===== src/hdl/frt_pkg.sv =====
// shared types, constants and codes for the firewall rule table
package frt_pkg;

  // table geometry
  localparam int MAX_RULES = 64;
  localparam int IDX_W     = (MAX_RULES > 1) ? $clog2(MAX_RULES) : 1;
  localparam int CNT_W     = $clog2(MAX_RULES + 1);
  localparam int MATCH_W   = 6;

  // channel widths
  localparam int IN_DATA_W  = 96;
  localparam int IN_USER_W  = 4;
  localparam int OUT_DATA_W = 16;

  typedef enum logic [1:0] {
    OP_ADD    = 2'd0,
    OP_CHECK  = 2'd1,
    OP_DELETE = 2'd2,
    OP_FLUSH  = 2'd3
  } op_t;

  typedef enum logic [2:0] {
    ST_ADDED    = 3'd0,
    ST_INVALID  = 3'd1,
    ST_FULL     = 3'd2,
    ST_ACCEPTED = 3'd3,
    ST_REJECTED = 3'd4,
    ST_DELETED  = 3'd5,
    ST_NOTFOUND = 3'd6,
    ST_FLUSHED  = 3'd7
  } status_t;

  typedef enum logic [1:0] {
    S_IDLE,
    S_SCAN,
    S_SHIFT,
    S_DONE
  } state_t;

  // one stored rule; flags bit 0 address range, bit 1 port range
  typedef struct packed {
    logic [31:0] ip_lo;
    logic [31:0] ip_hi;
    logic [15:0] port_lo;
    logic [15:0] port_hi;
    logic [1:0]  flags;
  } rule_t;

endpackage


===== src/hdl/frt_match.sv =====
// per-entry compare: range containment for check, exact identity for delete
module frt_match import frt_pkg::*; (
  input  rule_t entry,
  input  rule_t key,
  input  op_t   op,
  output logic  hit
);

  logic in_range;
  logic same;

  // check uses the low fields of the key as the connection address and port
  assign in_range = (entry.ip_lo <= key.ip_lo) && (key.ip_lo <= entry.ip_hi) &&
                    (entry.port_lo <= key.port_lo) && (key.port_lo <= entry.port_hi);

  // delete needs every bound and both form flags to agree
  assign same = (entry == key);

  assign hit = (op == OP_DELETE) ? same : in_range;

endmodule


===== config.mk =====
export PLATFORM = sky130hd
export DESIGN_NAME = frt_match
export DESIGN_NICKNAME = d
export VERILOG_FILES = /design/src/hdl/frt_pkg.sv /design/src/hdl/frt_match.sv
export SDC_FILE = /design/constraint.sdc
export NUM_CORES = 1
export LEC_CHECK = 0
export BUFFER_PORTS_ARGS = -buffer_cell sky130_fd_sc_hd__buf_2
export CAP_MARGIN = 15
export CELL_PAD_IN_SITES_DETAIL_PLACEMENT = 0
export CELL_PAD_IN_SITES_GLOBAL_PLACEMENT = 1
export CORE_ASPECT_RATIO = 0.5
export CORE_MARGIN = 2
export CORE_UTILIZATION = 31
export DETAILED_ROUTE_END_ITERATION = 12
export GPL_ROUTABILITY_DRIVEN = 0
export PLACE_DENSITY = 0.92
export SLEW_MARGIN = 20
export SYNTH_ARGS = -nofsm -noshare
export SYNTH_HDL_FRONTEND = slang
export SYNTH_SLANG_ARGS = --single-unit

===== constraint.sdc =====
create_clock -name vclk -period 4.5
set_input_delay 0.675 -clock vclk [all_inputs]
set_output_delay 0.675 -clock vclk [all_outputs]
set_load 0.01 [all_outputs]

**Word level (Yosys, flattened, before mapping)**

Index checks and enable logic that the tools add are counted.

- $lt $le $gt $ge: 4
- Equality and inequality tests: 2
- Mux-type cells: 1
- Reductions and logical operators: 3

Operator list:

| kind | number |
|---|---|
| $eq 98x98->1 | 1 |
| $le 32x32->1 | 2 |
| $le 16x16->1 | 2 |
| $logic_and 1x1->1 | 3 |
| $eq 2x2->1 const B | 1 |
| $mux 1 | 1 |

- Flip-flop bits (word level): 0
- Bits of input ports: 198
- Output and inout port bits: 1
- Logic and storage cells: 10

**Longest topological paths before layout**

- Word-level depth: 5
- Gate-level depth with buffers: 9
- Mapped depth without buffers: 9

**Worst setup path after synthesis**

OpenSTA, ideal clock, no wires.

- Path kind: input-to-output
- Start: input entry[48] in the netlist's numbering
- End: output hit
- Arrival time: 2.373 ns
- Data required time: 3.825 ns
- Setup slack: 1.452 ns
- Cell stages on the path: 7
- Path buffers: 0
- Cell sequence: inv_1 -> ha_1 -> nand4_1 -> or4_1 -> o32a_1 -> a211oi_1 -> o22a_1

- Cells in the longest elaborated chain, start to end: 5
- Elaborated cells on any way between the ends: 6
- Classes of those cells: 1 x order compare; 1 x eq/ne; 1 x mux; 3 x reduce/logical

RTL lines:

| what | RTL line | text |
|---|---|---|
| start, declared | frt_match.sv:3 | `input rule_t entry,` |
| $le 32x32->1 | frt_match.sv:13 | `assign in_range = (entry.ip_lo <= key.ip_lo) && (key.ip_lo <= entry.ip_hi) &&` |
| $logic_and 1x1->1 (2 in a row) | frt_match.sv:13 |  |
| $logic_and 1x1->1 | frt_match.sv:14 | `(entry.port_lo <= key.port_lo) && (key.port_lo <= entry.port_hi);` |
| $mux 1 (*) | frt_match.sv:19 | `assign hit = (op == OP_DELETE) ? same : in_range;` |
| end, declared | frt_match.sv:6 | `output logic hit` |

Every way passes the cells marked *; elsewhere a longest branch is shown, timed or not.

**Worst setup path after layout**

Same ends and word-level chain as after synthesis.

==> metrics.txt <==
# TYPE chip_impl_metric gauge
chip_impl_info{name="run_status",value="completed"} 1
chip_impl_metric{name="netlist.area_leader.share",unit="%"} 40.7
chip_impl_metric{name="ys_types",unit=""} 36
chip_impl_metric{name="fin_util",unit="%"} 43.8
chip_impl_metric{name="powerDensity",unit="nW/µm²"} 84.5
chip_impl_metric{name="nClkBuffers",unit=""} 0
chip_impl_metric{name="syn_avg_cell_area",unit="µm²"} 7.15
chip_impl_metric{name="buffer_ports.inserted",unit=""} 199
chip_impl_metric{name="timing.final.crit_period",unit="ps"} 3420
chip_impl_metric{name="overall_routing_resource_usage",unit="%"} 18.9
chip_impl_info{name="synth_top_cells_by_count",value="98 x sky130_fd_sc_hd__inv_1, 96 x sky130_fd_sc_hd__ha_1, 33 x sky130_fd_sc_hd__a21oi_1, 30 x sky130_fd_sc_hd__xor2_1"} 1
chip_impl_metric{name="synth_to_layout_area_growth",unit="%"} 38.9
chip_impl_metric{name="post_route_cells_drive_above_1_share",unit="%"} 33.0
chip_impl_metric{name="start_util",unit="%"} 31.6
chip_impl_metric{name="area_of_the_mapped_netlist",unit="µm²"} 2950
chip_impl_info{name="post_synth_main_area_contributors",value="sky130_fd_sc_hd__ha_1 41%, sky130_fd_sc_hd__inv_1 12%, sky130_fd_sc_hd__xor2_1 8.9%, sky130_fd_sc_hd__a21oi_1 5.6%, sky130_fd_sc_hd__nand4_1 4.4%"} 1
chip_impl_metric{name="antenna_cells_inserted",unit=""} 0
chip_impl_metric{name="cell_internal_pwr",unit="mW"} 0.172
chip_impl_metric{name="switching_fraction_of_total_power",unit="%"} 50.3
chip_impl_metric{name="die-height",unit="µm"} 73.0
chip_impl_metric{name="detail_route.drc_violations",unit=""} 0
chip_impl_metric{name="netlist_instances",unit=""} 413
chip_impl_metric{name="chipWidth",unit="µm"} 142
chip_impl_metric{name="period_share",unit="%"} 76.1
chip_impl_metric{name="cts_hold_buf",unit=""} 0
chip_impl_metric{name="design.core.area",unit="µm²"} 9350
chip_impl_metric{name="drtIter0Drc",unit=""} 126
chip_impl_metric{name="fill_cell_total_of_the_finished_layout",unit=""} 963
chip_impl_metric{name="worstPathArrival",unit="ps"} 2750
chip_impl_metric{name="worst_pin_slew",unit="ps"} 512
chip_impl_metric{name="power.static_leakage",unit="nW"} 2.53
chip_impl_metric{name="dp_hpwl",unit="mm"} 9.71
chip_impl_metric{name="max-cap-violations",unit=""} 0
chip_impl_metric{name="pwr-share-comb",unit="%"} 100.0
chip_impl_metric{name="sequential_cell_total",unit=""} 0
chip_impl_info{name="setup.worst_path.end_class",value="primary output"} 1
chip_impl_info{name="rsz0062_at_grt",value="false"} 1
chip_impl_metric{name="seq_area_frac_synth",unit="%"} 0
chip_impl_info{name="critical_path_class",value="in2out"} 1
chip_impl_metric{name="slew_violations",unit=""} 0
chip_impl_metric{name="switching_power_total",unit="mW"} 0.174
chip_impl_metric{name="design.final.nets",unit=""} 908
chip_impl_metric{name="maxClockFrequency",unit="GHz"} 0.292
chip_impl_metric{name="grt_pass1_vias",unit=""} 3509
chip_impl_metric{name="num_rows",unit=""} 25
chip_impl_metric{name="final-hold-violation-count",unit=""} 0
chip_impl_metric{name="postSynthNetCount",unit=""} 707
chip_impl_metric{name="power.clock.fraction",unit="%"} 0
chip_impl_metric{name="worst-path-max-fanout",unit=""} 3
chip_impl_metric{name="cts_post_setup_buffers_inserted",unit=""} 0
chip_impl_metric{name="worst_ir_drop_vdd",unit="mV"} 0.0284
chip_impl_info{name="yosys.cell_count.top_type",value="sky130_fd_sc_hd__inv_1"} 1
chip_impl_metric{name="final-setup-viol-count",unit=""} 0
chip_impl_metric{name="wl",unit="mm"} 10.2
chip_impl_metric{name="floorplan.io_pins",unit=""} 199
chip_impl_metric{name="grt_pass1_wl",unit="mm"} 15.6
chip_impl_metric{name="grt_start_max_net_pins",unit=""} 4
chip_impl_metric{name="drt-wirelength-per-cell",unit="µm"} 13.9
chip_impl_metric{name="number_of_gates_given_a_new_drive_strength_after_cts",unit=""} 0
chip_impl_metric{name="drt_pass1_iterations",unit=""} 4
chip_impl_metric{name="post-layout-total-power",unit="mW"} 0.346
chip_impl_metric{name="floorplan.die_area",unit="µm²"} 10400
chip_impl_metric{name="cp.required",unit="ps"} 3830
chip_impl_metric{name="hold-worst-slack",unit="ps"} 2100
chip_impl_metric{name="timing.slew.headroom",unit="%"} 65.5
chip_impl_metric{name="register_area",unit="µm²"} 0
chip_impl_info{name="worst_setup_path_start_kind",value="primary input"} 1
chip_impl_info{name="netlist.top_cell.by_area",value="sky130_fd_sc_hd__ha_1"} 1
chip_impl_info{name="hold_path_class",value="in2out"} 1
chip_impl_metric{name="route.detailed.vias_per_inst",unit=""} 4.76
chip_impl_metric{name="tns",unit="ps"} 0
chip_impl_metric{name="power.share.sequential",unit="%"} 0
chip_impl_metric{name="holdPathStages",unit=""} 7
chip_impl_metric{name="synthesis.yosys.warnings",unit=""} 0
chip_impl_metric{name="antenna_found_initial",unit=""} 0
chip_impl_metric{name="ant_nets",unit=""} 0
chip_impl_metric{name="count_of_vias_placed_by_the_detailed_router",unit=""} 3492
chip_impl_metric{name="grt_remaining_overflow",unit=""} 0
-- logic make-up (layout without fill, tap and decap cells) --
logic type               Yosys count  in the layout  share of synthesized area, %
adder cells (fa/ha/maj)           96             96                          40.7
XOR/XNOR                          44             44                          13.1
buffers and inverters            100            299                          12.7
AO/OA/AOI/OAI                     84             84                          17.9
AND/OR/NAND/NOR                   89             89                          15.6
-- per-stage QoR --
| step | instances | setup slack, ps | cell area, µm² |
|---|---|---|---|
| floorplan | 413 | 1450 | 2950 |
| global placement | 733 | 1110 | 4100 |
| global route | 733 | 901 | 4100 |
| CTS | 733 | 1040 | 4100 |
| detailed placement | 733 | 1050 | 4100 |
| finish | 733 | 1080 | 4100 |
-- final cells by class --
class | count | area [µm²] | area share [%]
tap | 121 | 151 | 3.69
timing repair buffer | 199 | 996 | 24.3
inverter | 100 | 375 | 9.15
multi-input combinational | 313 | 2580 | 62.9
-- final timing paths --
kind                  slack, ps  end      start
worst min-delay path       2100  hit    key[46]
worst max-delay path       1080  hit  entry[48]
-- routing by layer --
layer	track usage, %	part of all wire, %	routed length, µm
met1	23.4	45	4640
met2	36.2	49	4980
met5	0	0	0
met3	1.38	3.5	354
met4	4.11	2.2	224
-- worst max-delay path, cell delays in order --
cell	delay, ps
sky130_fd_sc_hd__buf_2	100
sky130_fd_sc_hd__inv_1	40
sky130_fd_sc_hd__ha_1	310
sky130_fd_sc_hd__nand4_1	150
sky130_fd_sc_hd__or4_1	570
sky130_fd_sc_hd__a21o_1	170
sky130_fd_sc_hd__a31oi_1	160
sky130_fd_sc_hd__o32a_1	180
sky130_fd_sc_hd__a211oi_1	40
sky130_fd_sc_hd__o22a_1	200
sky130_fd_sc_hd__buf_2	140
-- layout by cell type, fill, tap and decap left out, types with 2 or more instances in the layout --
cell type | synthesis | routed
sky130_fd_sc_hd__a2111oi_0 | 3 | 3
sky130_fd_sc_hd__a211oi_1 | 4 | 4
sky130_fd_sc_hd__a21o_1 | 11 | 11
sky130_fd_sc_hd__a21oi_1 | 33 | 33
sky130_fd_sc_hd__a221oi_1 | 4 | 4
sky130_fd_sc_hd__and3_1 | 2 | 2
sky130_fd_sc_hd__buf_2 | 0 | 199
sky130_fd_sc_hd__ha_1 | 96 | 96
sky130_fd_sc_hd__inv_1 | 98 | 98
sky130_fd_sc_hd__inv_2 | 2 | 2
sky130_fd_sc_hd__nand2_1 | 21 | 21
sky130_fd_sc_hd__nand3_1 | 8 | 8
sky130_fd_sc_hd__nand4_1 | 21 | 21
sky130_fd_sc_hd__nor2_1 | 13 | 13
sky130_fd_sc_hd__nor2b_1 | 5 | 5
sky130_fd_sc_hd__nor3_1 | 3 | 3
sky130_fd_sc_hd__nor4_1 | 12 | 12
sky130_fd_sc_hd__o211ai_1 | 3 | 3
sky130_fd_sc_hd__o21a_1 | 2 | 2
sky130_fd_sc_hd__o21ai_0 | 11 | 11
sky130_fd_sc_hd__o21ai_1 | 3 | 3
sky130_fd_sc_hd__xnor2_1 | 14 | 14
sky130_fd_sc_hd__xor2_1 | 30 | 30
-- power by group through the flow --
| stage | Clock (mW) | Sequential (mW) | Combinational (mW) |
|---|---|---|---|
| 2_1_floorplan | 0 | 0 | 0.185 |
| 3_3_place_gp | 0 | 0 | 0.340 |
| 3_5_place_dp | 0 | 0 | 0.345 |
| 4_1_cts | 0 | 0 | 0.348 |
| 5_1_grt | 0 | 0 | 0.396 |
| 6_report | 0 | 0 | 0.346 |
Note: power is estimated with default switching activity, not from simulation.
